### src/sv/fwss_pkg.sv
package fwss_pkg;

    // Field and datapath widths
    localparam int DATA_W = 24;   // Q15.8 ports and stored level
    localparam int NORM_W = 26;   // normalized speeds and mean target
    localparam int NUM_W  = 32;   // dividend of the shared divider
    localparam int DEN_W  = 6;    // divisor of the shared divider (up to 40)
    localparam int WHEELS = 4;
    localparam int MASK_W = 4;
    localparam int CNT_W  = 3;    // enabled wheel count, 0..4

    localparam logic [MASK_W-1:0] MASK_RESET = 4'hF;

    typedef logic signed [DATA_W-1:0] t_data;
    typedef logic signed [NORM_W-1:0] t_norm;
    typedef logic signed [NUM_W-1:0]  t_num;
    typedef logic [DEN_W-1:0]         t_den;

    localparam t_data Q_MAX = 24'sh7FFFFF;
    localparam t_data Q_MIN = 24'sh800000;

    // Sequencer states
    typedef enum logic [3:0] {
        S_IDLE,
        S_DIV_GO,
        S_DIV_WAIT,
        S_NORM,
        S_SUM,
        S_RNUM,
        S_LNUM,
        S_DNUM,
        S_DONE
    } t_state;

    // Which quotient the divider is working on
    typedef enum logic [1:0] {
        PH_AVG,
        PH_RAW,
        PH_LVL,
        PH_DRV
    } t_phase;

    // Saturate a wide value to the Q15.8 range
    function automatic t_data sat_data(input t_num v);
        t_data res;
        if (v > t_num'(Q_MAX)) begin
            res = Q_MAX;
        end else if (v < t_num'(Q_MIN)) begin
            res = Q_MIN;
        end else begin
            res = v[DATA_W-1:0];
        end
        return res;
    endfunction

endpackage

### src/sv/fwss_div.sv
module fwss_div
    import fwss_pkg::*;
#(
    parameter int P_NUM_W = NUM_W,
    parameter int P_DEN_W = DEN_W
) (
    input  logic                      i_clk,
    input  logic                      i_rst_n,
    input  logic                      i_start,
    input  logic signed [P_NUM_W-1:0] i_num,
    input  logic [P_DEN_W-1:0]        i_den,
    output logic                      o_done,
    output logic signed [P_NUM_W-1:0] o_quot
);

    // Two quotient bits per cycle
    localparam int ITERS = P_NUM_W / 2;
    localparam int ITW   = (ITERS > 1) ? $clog2(ITERS) : 1;

    logic [P_NUM_W-1:0] r_q, n_q;
    logic [P_DEN_W-1:0] r_r, n_r;
    logic [P_DEN_W-1:0] r_den;
    logic               r_neg;
    logic               r_busy;
    logic               r_done;
    logic [ITW-1:0]     r_cnt;
    logic [P_NUM_W:0]   start_mag;

    // Magnitude of the dividend plus half the divisor, for round-half-away
    always_comb begin
        logic [P_NUM_W:0] ext;
        logic [P_NUM_W:0] mag;
        ext = {i_num[P_NUM_W-1], i_num};
        mag = i_num[P_NUM_W-1] ? (~ext + 1'b1) : ext;
        start_mag = mag + (P_NUM_W+1)'(i_den >> 1);
    end

    // Two restoring steps of the long division
    always_comb begin
        logic [P_NUM_W-1:0] q;
        logic [P_DEN_W-1:0] rm;
        logic [P_DEN_W:0]   sh;
        logic [P_DEN_W:0]   diff;
        logic               ge;
        q  = r_q;
        rm = r_r;
        for (int k = 0; k < 2; k++) begin
            sh   = {rm, q[P_NUM_W-1]};
            diff = sh - {1'b0, r_den};
            ge   = (sh >= {1'b0, r_den});
            q    = {q[P_NUM_W-2:0], ge};
            rm   = ge ? diff[P_DEN_W-1:0] : sh[P_DEN_W-1:0];
        end
        n_q = q;
        n_r = rm;
    end

    // Control: load on start, iterate, pulse done
    always_ff @(posedge i_clk) begin
        if (!i_rst_n) begin
            r_busy <= 1'b0;
            r_done <= 1'b0;
            r_cnt  <= '0;
        end else begin
            r_done <= 1'b0;
            if (i_start) begin
                r_busy <= 1'b1;
                r_cnt  <= '0;
            end else if (r_busy) begin
                r_cnt <= r_cnt + 1'b1;
                if (r_cnt == ITW'(ITERS - 1)) begin
                    r_busy <= 1'b0;
                    r_done <= 1'b1;
                end
            end
        end
    end

    // Datapath: dividend, remainder, sign
    always_ff @(posedge i_clk) begin
        if (i_start) begin
            r_q   <= start_mag[P_NUM_W-1:0];
            r_r   <= '0;
            r_den <= i_den;
            r_neg <= i_num[P_NUM_W-1];
        end else if (r_busy) begin
            r_q <= n_q;
            r_r <= n_r;
        end
    end

    assign o_done = r_done;
    assign o_quot = r_neg ? (~r_q + 1'b1) : r_q;

endmodule

### src/sv/four_wheel_speed_sync.sv
// Result computed with the shared rounding divider (two quotient bits a cycle): one division
// each for the mean target, the raw blend and the smoothed level, then one per enabled wheel.
// All-zero targets skip the divider. Throughput: one transaction at a time; the next is
// taken once the result has moved to the output register and the block is idle again.
// Reset (synchronous, active low): idle, no result pending, mask 15, smoothed level zero.
module four_wheel_speed_sync
    import fwss_pkg::*;
(
    input  logic              i_clk,
    input  logic              i_rst_n,
    input  logic              i_cfg_we,
    input  logic [MASK_W-1:0] i_cfg_data,
    input  logic              i_in_valid,
    output logic              o_in_stall,
    input  logic signed [DATA_W-1:0] i_target_front_right,
    input  logic signed [DATA_W-1:0] i_target_front_left,
    input  logic signed [DATA_W-1:0] i_target_back_right,
    input  logic signed [DATA_W-1:0] i_target_back_left,
    input  logic signed [DATA_W-1:0] i_speed_front_right,
    input  logic signed [DATA_W-1:0] i_speed_front_left,
    input  logic signed [DATA_W-1:0] i_speed_back_right,
    input  logic signed [DATA_W-1:0] i_speed_back_left,
    output logic              o_out_valid,
    input  logic              i_out_stall,
    output logic signed [DATA_W-1:0] o_drive_front_right,
    output logic signed [DATA_W-1:0] o_drive_front_left,
    output logic signed [DATA_W-1:0] o_drive_back_right,
    output logic signed [DATA_W-1:0] o_drive_back_left
);

    // Control registers
    t_state            r_state, n_state;
    t_phase            r_phase, n_phase;
    logic [MASK_W-1:0] r_mask;
    logic              r_out_valid, n_out_valid;
    t_data             r_lvl, n_lvl;

    // Working registers
    t_data             r_tgt [WHEELS], n_tgt [WHEELS];
    t_data             r_spd [WHEELS], n_spd [WHEELS];
    t_norm             r_norm [WHEELS], n_norm [WHEELS];
    t_data             r_drive [WHEELS], n_drive [WHEELS];
    t_data             r_out [WHEELS], n_out [WHEELS];
    logic [MASK_W-1:0] r_en, n_en;
    logic [CNT_W-1:0]  r_n, n_n;
    t_norm             r_avg, n_avg;
    t_num              r_sum_n, n_sum_n;
    t_num              r_min_n, n_min_n;
    t_num              r_raw, n_raw;
    t_num              r_num, n_num;
    t_den              r_den, n_den;
    logic [1:0]        r_wheel, n_wheel;

    logic              div_start;
    logic              div_done;
    t_num              div_quot;

    logic              in_accept;
    logic              out_take;

    assign in_accept = i_in_valid && !o_in_stall;
    assign out_take  = r_out_valid && !i_out_stall;

    fwss_div #(
        .P_NUM_W(NUM_W),
        .P_DEN_W(DEN_W)
    ) u_div (
        .i_clk  (i_clk),
        .i_rst_n(i_rst_n),
        .i_start(div_start),
        .i_num  (r_num),
        .i_den  (r_den),
        .o_done (div_done),
        .o_quot (div_quot)
    );

    // Sequencer: next state and datapath updates
    always_comb begin
        t_data       in_tgt [WHEELS];
        t_data       in_spd [WHEELS];
        t_num        sum_t;
        logic        all_zero;
        logic [CNT_W-1:0] cnt;
        t_num        s;
        t_num        m;
        logic        first;
        t_num        diff;
        t_num        n_ext;
        t_den        d_ext;

        in_tgt[0] = i_target_front_right;
        in_tgt[1] = i_target_front_left;
        in_tgt[2] = i_target_back_right;
        in_tgt[3] = i_target_back_left;
        in_spd[0] = i_speed_front_right;
        in_spd[1] = i_speed_front_left;
        in_spd[2] = i_speed_back_right;
        in_spd[3] = i_speed_back_left;

        n_state     = r_state;
        n_phase     = r_phase;
        n_out_valid = r_out_valid;
        n_lvl       = r_lvl;
        n_tgt       = r_tgt;
        n_spd       = r_spd;
        n_norm      = r_norm;
        n_drive     = r_drive;
        n_out       = r_out;
        n_en        = r_en;
        n_n         = r_n;
        n_avg       = r_avg;
        n_sum_n     = r_sum_n;
        n_min_n     = r_min_n;
        n_raw       = r_raw;
        n_num       = r_num;
        n_den       = r_den;
        n_wheel     = r_wheel;
        div_start   = 1'b0;
        o_in_stall  = (r_state != S_IDLE);

        // Drop the result once taken
        if (out_take) begin
            n_out_valid = 1'b0;
        end

        // Enabled target sum and count for the incoming transaction
        sum_t    = '0;
        all_zero = 1'b1;
        cnt      = '0;
        for (int i = 0; i < WHEELS; i++) begin
            if (in_tgt[i] != '0) begin
                all_zero = 1'b0;
            end
            if (r_mask[i]) begin
                sum_t = sum_t + t_num'(in_tgt[i]);
                cnt   = cnt + 1'b1;
            end
        end

        // Sum and minimum of the enabled normalized speeds
        s     = '0;
        m     = '0;
        first = 1'b1;
        for (int i = 0; i < WHEELS; i++) begin
            if (r_en[i]) begin
                s = s + t_num'(r_norm[i]);
                if (first || (t_num'(r_norm[i]) < m)) begin
                    m = t_num'(r_norm[i]);
                end
                first = 1'b0;
            end
        end

        n_ext = t_num'(r_n);
        d_ext = t_den'(r_n);
        diff  = t_num'(r_lvl) - t_num'(r_norm[r_wheel]);

        unique case (r_state)
            S_IDLE: begin
                if (in_accept) begin
                    n_tgt = in_tgt;
                    n_spd = in_spd;
                    n_en  = r_mask;
                    n_n   = cnt;
                    n_num = sum_t;
                    n_den = t_den'(cnt);
                    if (all_zero) begin
                        n_lvl = '0;
                        if (cnt != '0) begin
                            for (int i = 0; i < WHEELS; i++) begin
                                n_drive[i] = '0;
                            end
                            n_state = S_DONE;
                        end
                    end else if (cnt != '0) begin
                        n_phase = PH_AVG;
                        n_state = S_DIV_GO;
                    end
                end
            end
            S_DIV_GO: begin
                div_start = 1'b1;
                n_state   = S_DIV_WAIT;
            end
            S_DIV_WAIT: begin
                if (div_done) begin
                    unique case (r_phase)
                        PH_AVG: begin
                            n_avg   = t_norm'(div_quot);
                            n_state = S_NORM;
                        end
                        PH_RAW: begin
                            n_raw   = div_quot;
                            n_state = S_LNUM;
                        end
                        PH_LVL: begin
                            n_lvl   = sat_data(div_quot);
                            n_wheel = '0;
                            n_state = S_DNUM;
                        end
                        PH_DRV: begin
                            n_drive[r_wheel] = sat_data(t_num'(r_tgt[r_wheel]) + div_quot);
                            if (r_wheel == 2'(WHEELS - 1)) begin
                                n_state = S_DONE;
                            end else begin
                                n_wheel = r_wheel + 1'b1;
                                n_state = S_DNUM;
                            end
                        end
                        default: n_state = S_IDLE;
                    endcase
                end
            end
            S_NORM: begin
                for (int i = 0; i < WHEELS; i++) begin
                    n_norm[i] = t_norm'(r_spd[i]) - t_norm'(r_tgt[i]) + r_avg;
                end
                n_state = S_SUM;
            end
            S_SUM: begin
                n_sum_n = s;
                n_min_n = m;
                n_state = S_RNUM;
            end
            S_RNUM: begin
                // 3*sum + 7*n*min over 10*n
                n_num   = (r_sum_n <<< 1) + r_sum_n + r_min_n * ((n_ext <<< 3) - n_ext);
                n_den   = (d_ext << 3) + (d_ext << 1);
                n_phase = PH_RAW;
                n_state = S_DIV_GO;
            end
            S_LNUM: begin
                // 8*level + 2*raw over 10
                n_num   = (t_num'(r_lvl) <<< 3) + (r_raw <<< 1);
                n_den   = t_den'(10);
                n_phase = PH_LVL;
                n_state = S_DIV_GO;
            end
            S_DNUM: begin
                if (r_en[r_wheel]) begin
                    // 6*(level - norm) over 10
                    n_num   = (diff <<< 2) + (diff <<< 1);
                    n_den   = t_den'(10);
                    n_phase = PH_DRV;
                    n_state = S_DIV_GO;
                end else begin
                    n_drive[r_wheel] = '0;
                    if (r_wheel == 2'(WHEELS - 1)) begin
                        n_state = S_DONE;
                    end else begin
                        n_wheel = r_wheel + 1'b1;
                    end
                end
            end
            S_DONE: begin
                // Hold until the output register is free
                if (!r_out_valid || !i_out_stall) begin
                    n_out       = r_drive;
                    n_out_valid = 1'b1;
                    n_state     = S_IDLE;
                end
            end
            default: n_state = S_IDLE;
        endcase
    end

    // Control state
    always_ff @(posedge i_clk) begin
        if (!i_rst_n) begin
            r_state     <= S_IDLE;
            r_phase     <= PH_AVG;
            r_out_valid <= 1'b0;
            r_mask      <= MASK_RESET;
            r_lvl       <= '0;
        end else begin
            r_state     <= n_state;
            r_phase     <= n_phase;
            r_out_valid <= n_out_valid;
            r_lvl       <= n_lvl;
            if (i_cfg_we) begin
                r_mask <= i_cfg_data;
            end
        end
    end

    // Working payload
    always_ff @(posedge i_clk) begin
        r_tgt   <= n_tgt;
        r_spd   <= n_spd;
        r_norm  <= n_norm;
        r_drive <= n_drive;
        r_out   <= n_out;
        r_en    <= n_en;
        r_n     <= n_n;
        r_avg   <= n_avg;
        r_sum_n <= n_sum_n;
        r_min_n <= n_min_n;
        r_raw   <= n_raw;
        r_num   <= n_num;
        r_den   <= n_den;
        r_wheel <= n_wheel;
    end

    assign o_out_valid         = r_out_valid;
    assign o_drive_front_right = r_out[0];
    assign o_drive_front_left  = r_out[1];
    assign o_drive_back_right  = r_out[2];
    assign o_drive_back_left   = r_out[3];

endmodule

### config.mk
export PLATFORM = sky130hd
export DESIGN_NAME = four_wheel_speed_sync
export DESIGN_NICKNAME = d
export VERILOG_FILES = /design/src/sv/fwss_pkg.sv /design/src/sv/fwss_div.sv /design/src/sv/four_wheel_speed_sync.sv
export SDC_FILE = /design/constraint.sdc
export NUM_CORES = 2
export LEC_CHECK = 0
export BUFFER_PORTS_ARGS = -buffer_cell sky130_fd_sc_hd__buf_2
export CAP_MARGIN = 20
export CORE_MARGIN = 1.5
export CORE_UTILIZATION = 60
export CTS_CLUSTER_DIAMETER = 120
export DETAILED_ROUTE_END_ITERATION = 8
export PLACE_DENSITY = 0.83
export SYNTH_ARGS = -nofsm -noshare
export SYNTH_HDL_FRONTEND = slang
export SYNTH_SLANG_ARGS = --single-unit
### constraint.sdc
create_clock -name i_clk -period 18.1 [get_ports i_clk]
set_input_delay 0 -clock i_clk [delete_from_list [all_inputs] [get_ports i_clk]]
set_output_delay 0 -clock i_clk [all_outputs]
set_load 0.02 [all_outputs]
* After elaboration in Yosys (flattened, before gate mapping) *
Index checks and enable logic that the tools add are counted.

storage, ports and cells
  bits in registers = 742
  input port bits = 201
  output and inout bits = 98
  word-level logic and storage cells = 250

operators by class
  $add $sub $neg = 32
  multipliers = 1
  $lt $le $gt $ge = 12
  equal/unequal tests = 25
  multiplexer cells = 96
  bitwise gates (word level) = 7
  reductions and logical operators = 36

operator list
  cell                   number
  $mux 32                20
  $mux 96                6
  $mux 24                14
  $pmux 96 s3            1
  $pmux 32 s4            1
  $add 25x26->26         4
  $sub 24x24->25         4
  $add 32x24->32         3
  $add 32x26->32         3
  $and 96x96->96         1
  $bwmux 96              1
  $lt 26x32->1           3
  $not 96->96            1
  $reduce_bool 24->1     4
  $add 32x1->32 const B  2
  $add 32x32->32         2
  $gt 32x24->1 const B   2
  $lt 32x24->1 const B   2
  $not 32->32            2
  $bmux 26 s2            1
  $mux 26                2
  $bmux 24 s2            1
  $demux 24 s2           1
  $pmux 24 s2            1
  54 further kinds       127

* Depth between registers and ports, before layout *
  depth in word-level cells = 15
  depth in mapped cells = 44
  mapped depth without buffers = 39

* By module *
Synthesis repeated with hierarchy kept, for this count alone.

second synthesis, totals
  cell total of the unflattened synthesis = 6239
  area total of the unflattened synthesis = 62735.2 um^2

by module, submodules not included
  module                 times used  cells an instance  area each (um^2)  seq. area each (um^2)
  four_wheel_speed_sync  1           5671               57767.9           20219.4
  fwss_div               1           568                4967.3            1411.4

* Least setup slack after synthesis *
OpenSTA, ideal clock, no wires.

  path kind = reg2reg
  from = reg r_mask[0]
  to = reg r_drive[0] (netlist name) (enable)
  setup time = 786 ps
  data arrival time = 10964 ps
  required time = 17314 ps
  slack = 6350 ps
  cell stages (with the launch flop) = 11
  buffers on the path = 1
  period minus slack after synthesis = 11750 ps
  path through = dfxtp_1 > clkbuf_1 > inv_1 > ha_1 > xor2_1 > ha_1 > nand2_1 > xor2_1 > or4_1 > nand2_1 > nor4_1

on the way
  cells in the longest elaborated chain, start to end = 10

RTL lines
  element                         line                          text
  from (decl)                     four_wheel_speed_sync.sv:34   logic [MASK_W-1:0] r_mask;
  from (signal assigned)          four_wheel_speed_sync.sv:281  r_mask <= i_cfg_data;
  $mux 1 (*)                      four_wheel_speed_sync.sv:134  if (r_mask[i]) begin
  $add 3x1->3                     four_wheel_speed_sync.sv:136  cnt = cnt + 1'b1;
  $mux 3 (*)                      four_wheel_speed_sync.sv:134
  $add 3x1->3                     four_wheel_speed_sync.sv:136
  $mux 3 (*)                      four_wheel_speed_sync.sv:134
  $add 3x1->3                     four_wheel_speed_sync.sv:136
  $mux 3 (*)                      four_wheel_speed_sync.sv:134
  $reduce_bool 3->1 (*)           four_wheel_speed_sync.sv:169  if (cnt != '0) begin
  $ne 2x2->1 (no line) (*)        n/a
  $reduce_and 7->1 (no line) (*)  n/a
  to (signal assigned)            four_wheel_speed_sync.sv:291  r_drive <= n_drive;
  to (decl)                       four_wheel_speed_sync.sv:42   t_data r_drive [WHEELS], n_drive [WHEELS];

Mark *: on every way between the ends. The rest lies on a longest branch, timed or not.
A chain may end at the register's enable or synchronous reset.

* Final worst setup path *
  from = reg r_en[0]
  to = reg r_min_n[12] (data pin)

on the way
  cells in the longest elaborated chain, start to end = 13
  elaborated cells on any way between the ends = 16
  those cells by class = 3 x order compare; 10 x mux; 3 x reduce/logical

RTL lines
  element                 line                          text
  from (decl)             four_wheel_speed_sync.sv:44   logic [MASK_W-1:0] r_en, n_en;
  from (signal assigned)  four_wheel_speed_sync.sv:293  r_en <= n_en;
  $mux 32                 four_wheel_speed_sync.sv:145  if (r_en[i]) begin
  $lt 26x32->1            four_wheel_speed_sync.sv:147  if (first || (t_num'(r_norm[i]) < m)) begin
  $logic_or 1x1->1        four_wheel_speed_sync.sv:147
  $mux 32                 four_wheel_speed_sync.sv:147
  $mux 32                 four_wheel_speed_sync.sv:145
  $lt 26x32->1            four_wheel_speed_sync.sv:147
  $logic_or 1x1->1        four_wheel_speed_sync.sv:147
  $mux 32                 four_wheel_speed_sync.sv:147
  $mux 32                 four_wheel_speed_sync.sv:145
  $lt 26x32->1            four_wheel_speed_sync.sv:147
  $logic_or 1x1->1        four_wheel_speed_sync.sv:147
  $mux 32                 four_wheel_speed_sync.sv:147
  $mux 32 (*)             four_wheel_speed_sync.sv:145
  to (signal assigned)    four_wheel_speed_sync.sv:297  r_min_n <= n_min_n;
  to (decl)               four_wheel_speed_sync.sv:48   t_num r_min_n, n_min_n;

Marks and branches as above.

==> results by stage <==
STA:
- The final number of hold-violating endpoints is 1.
- The slew at the pin closest to its max-slew limit is 1.21 ns.
- Setup repair after global routing left no endpoint under its margin.
- In this run the tightest slew margin relative to its limit is 0.188.
- Once routing completed, OpenROAD measured the worst setup slack at slightly above 8 ns.
- In the finished design, the share of the clock period the worst path needs comes to 0.543.
- Setup violations remaining at the end of the flow were counted as 0.
- For the finished layout, the period the worst path requires is between 9 and 10 ns.
- The summed negative setup slack over all endpoints is 0 ns.
- Across the routed clock network, the largest skew measured is between 0.03 and 0.04 ns.
- The max-slew violation count is 0.
- Across all hold checks on the routed design, the worst slack comes to -0.00179 ns.
- Static timing analysis puts the maximum clock frequency at about 0.10 GHz.

GRT:
- The met1 layer usage reported by global route is 0.533.
- The via count of the first global-routing pass came to 50.7k.
- The total global routing track utilization is 0.414.
- The wire length of the first global-routing pass is approximately 320000 um.
- The number of antenna violations at the first check in global routing is 23.
- The maximum number of pins on one net before global-route repair is 75.
- After global routing the overflow that remains totals 0.
- The met2 global-route usage is 0.601.
- After global routing, the most crowded layer is met2.
- For this run, global-route usage on met3 was measured as 0.123.

Synth:
- The synthesized cell area is approximately 0.063 mm2.
- The arithmetic-cell share of the synthesized area counting full adders, half adders and majority gates is 0.212.
- The share of synthesized flip-flops with an asynchronous set or reset is 0.
- After synthesis, the largest family of logic cells by area is adder cells.
- The number of flops mapped to enable cells by yosys is around 700.
- The share of the Yosys chip area taken by registers is 0.346.
- The synthesized-area fraction occupied by xor and xnor cells is 0.0650.
- In this run, distinct cell masters in the synthesized netlist total 99.
- The gate count of the mapped netlist is 6210.
- Among all flip-flop cells after synthesis, the most frequent one is edfxtp_1.
- The multiplexer share of the synthesized area is 0.0408.
- Of the total synthesized cell area, the portion taken by AND, OR, NAND and NOR gates is 0.120.
- Counting flops and latches in the post-synthesis netlist gives roughly 740.
- Each instance of the synthesized netlist takes up on average a little over 10 um2.
- Yosys printed 0 warnings.
- The synthesized net count is 7286.
- The fraction of the mapped netlist area in compound gates was 0.164.

Cells and area:
- The multi-input logic area is approximately 0.038 mm2.
- After filler insertion, the fill cell instance count of the layout stands at between 7k and 8k.
- The area taken by flip-flops and latches is 0.0216 mm2.
- The net total in the final layout is 7779.
- The ratio of cells with drive above 1 in the final layout is 0.103.
- The area growth from synthesis to layout is 12.9%.
- The finished cells cover ~0.071 mm2.

Min path:
- The start point of the worst min-delay path is i_speed_front_right[3].
- The type of the worst min-delay path is input pin to register.
- The worst hold path terminates at r_spd[75]$_DFFE_PP_.
- The worst hold path was traced through 2 stages.

Worst setup path:
- Among all stages on the critical path, the largest delay is contributed by a31oi_4.
- The number of cells on the worst reg-to-reg path is 38.
- The largest stage delay on the critical path is 0.55 ns.
- The critical path class is register to register.
- The required arrival time at the worst endpoint is 18.55 ns.
- By instance count, the cell type seen most on the critical path is a21o_1.
- The critical path arrival is about 10 ns.
- The kind of end point of the critical path is a register.
- The maximum fanout encountered on the critical timing path is 30.
- The origin of the critical flop-to-flop path is r_en[0]$_DFFE_PP_.
- The endpoint identified for the worst register-to-register timing path is r_min_n[12]$_DFFE_PN_.
- The register-to-register path setup slack is between 8 and 9 ns.
- STA classifies the critical path startpoint as a register.

Floorplan:
- The die is 326 um wide.
- The top-level port count is 299.
- The y dimension of the die is 326 um.
- The die covers between 0.1 and 0.15 mm2.
- The floorplan core area is 0.103 mm2.
- In this run the core area contains about 120 standard-cell rows.
- The effective utilization at floorplan is 0.604.

CTS:
- Hold repair after CTS inserted slightly above 200 buffers.
- The total number of clock tree sinks is 736.
- The TritonCTS clock tree is done.
- CTS placed an instance of clkbuf_16 at the clock tree root.
- In this run, CTS created clock tree buffers numbering ~80.
- The post-CTS setup buffer count is 0.
- The number of gates resized after CTS was 0.
- The maximum clock insertion buffer count is 3.
- The clock network latency to the later pin of the worst-skew pair is roughly 0.72 ns.
- The H-tree was split into 3 levels.
- After clock tree synthesis, the clock-pin slew on the worst setup and hold paths is 0.07 ns.

Placed design:
- The sum of net half-perimeters after detailed placement is 168000 um.
- The number of buffers added on ports is between 200 and 300.
- The routability congestion estimate from global placement is a little over 1.
- Once placement finished, the instance area stood at around 0.066 mm2.
- The setup slack after placement is 8.33 ns.

Run:
- The tool flagged a number of max-cap violations equal to 0.

Status:
- The final reports fail on negative hold slack.
- The run finished, with violations left.

Routing:
- The post-detailed-route via-to-cell ratio is about 6.5.
- The per-cell routed wire length is 27.3 um.
- The pre-antenna-repair detailed-routing pass consisted of 8 iterations.
- The count of vias placed by the detailed router is around 53k.
- The number of DRC markers after the initial detailed-route iteration is ~7.4k.
- For this run, design rule violations remaining after detail routing come to 0.
- The final wirelength is about 220000 um.
- The detail route stage leaves a number of antenna-violating nets equal to 0.
-- worst max-delay path by stage --
stage / startpoint / to / slack (ns) / depth (start not counted)
after floorplan: r_mask[0]$_SDFFE_PN1P_ / r_drive[0]$_DFFE_PP_ / 6.35 / 10
after global placement: r_en[0]$_DFFE_PP_ / r_min_n[10]$_DFFE_PN_ / 8.53 / 38
after detailed placement: r_en[0]$_DFFE_PP_ / r_min_n[12]$_DFFE_PN_ / 8.33 / 38
after CTS: r_en[0]$_DFFE_PP_ / r_min_n[12]$_DFFE_PN_ / 8.31 / 38
after global routing: r_en[0]$_DFFE_PP_ / r_min_n[17]$_DFFE_PN_ / 7.53 / 40
final: r_en[0]$_DFFE_PP_ / r_min_n[12]$_DFFE_PN_ / 8.28 / 38
-- logic make-up (layout without fill, tap and decap cells) --
group / Yosys count / in the layout
mux: 183 / 183
flops: 736 / 736
fa+ha+maj: 876 / 876
buf+inv: 875 / 1434
other cells: 0 / 18
simple gates: 1537 / 1537
xor+xnor: 462 / 462
compound gates: 1541 / 1541
-- critical path: cells and delay by family (launching register included) --
kind	cells	cell delay, ns
fa+ha+maj	3	0.99
mux	2	0.71
simple gates	5	0.82
compound gates	23	5.27
flops	1	0.33
buf+inv	5	1.41
-- cell usage after synthesis, types with 53 or more instances --
cell type,instances,area share
xnor2_1,309,0.043
nand3_1,102,0.0082
mux2i_1,66,0.011
and2_1,149,0.015
nand2_1,448,0.027
o21bai_1,57,0.0068
nor2_1,360,0.022
o21a_1,84,0.010
a22o_1,94,0.013
nor3_1,98,0.0078
a31oi_1,64,0.0064
fa_1,304,0.097
nand2b_1,100,0.010
xor2_1,152,0.021
mux2_2,66,0.012
ha_1,571,0.11
edfxtp_1,689,0.33
a21oi_1,374,0.030
o21ai_0,316,0.025
a211oi_1,57,0.0068
clkbuf_1,127,0.0076
a21o_1,166,0.020
nor2b_1,53,0.0053
inv_1,715,0.043
-- state kept, by name, indices dropped and copies added, names as in the netlist, 6 cells and up --
register and flops:
r_raw 31, r_lvl 24, r_drive 96, o_drive_front_right 24
r_min_n 26, o_drive_front_left 24, u_div.r_q 32, r_avg 26
r_sum_n 32, r_norm 104, r_num 32, u_div.r_den 6
u_div.r_r 6, o_drive_back_left 24, r_den 6, o_drive_back_right 24
r_spd 96, r_tgt 96
-- per-layer routing --
layer  part of all wire  wire, um
met5            0.00049       110
met4              0.085     18900
met3               0.13     29400
met2               0.42     92600
met1               0.37     82000
-- cells in the final DEF, fill, tap and decap left out, types with 100 or more instances in the layout --
| cell type | n |
|---|---|
| inv_1 | 715 |
| edfxtp_1 | 689 |
| ha_1 | 571 |
| nand2_1 | 448 |
| a21oi_1 | 371 |
| nor2_1 | 358 |
| o21ai_0 | 315 |
| xnor2_1 | 308 |
| fa_1 | 304 |
| buf_2 | 298 |
| dlygate4sd3_1 | 206 |
| a21o_1 | 166 |
| xor2_1 | 152 |
| and2_1 | 148 |
| nand3_1 | 101 |
| nand2b_1 | 100 |
-- stage by stage --
step | hold WS, ns | util | std cells
2_1_floorplan | 0.0619 | - | 6210
3_3_place_gp | 0.178 | 0.635 | 7789
3_5_place_dp | 0.178 | 0.635 | 7791
4_1_cts | 0.000502 | 0.681 | 8147
5_1_grt | 0.0178 | 0.682 | 8157
6_report | -0.00179 | 0.682 | 8167
-- layout make-up --
type | count | area share
clock inverters | 54 | 0.00837
clock buffers | 96 | 0.0303
diodes | 18 | 0.000638
repair buffers | 567 | 0.0574
multi-input cells | 4599 | 0.534
well taps | 1380 | 0.0245
inverters | 717 | 0.0381
flip-flops and latches | 736 | 0.307
Power is not shown: default switching activity piles up to over one toggle a cycle in this logic, so the estimate is an artifact.
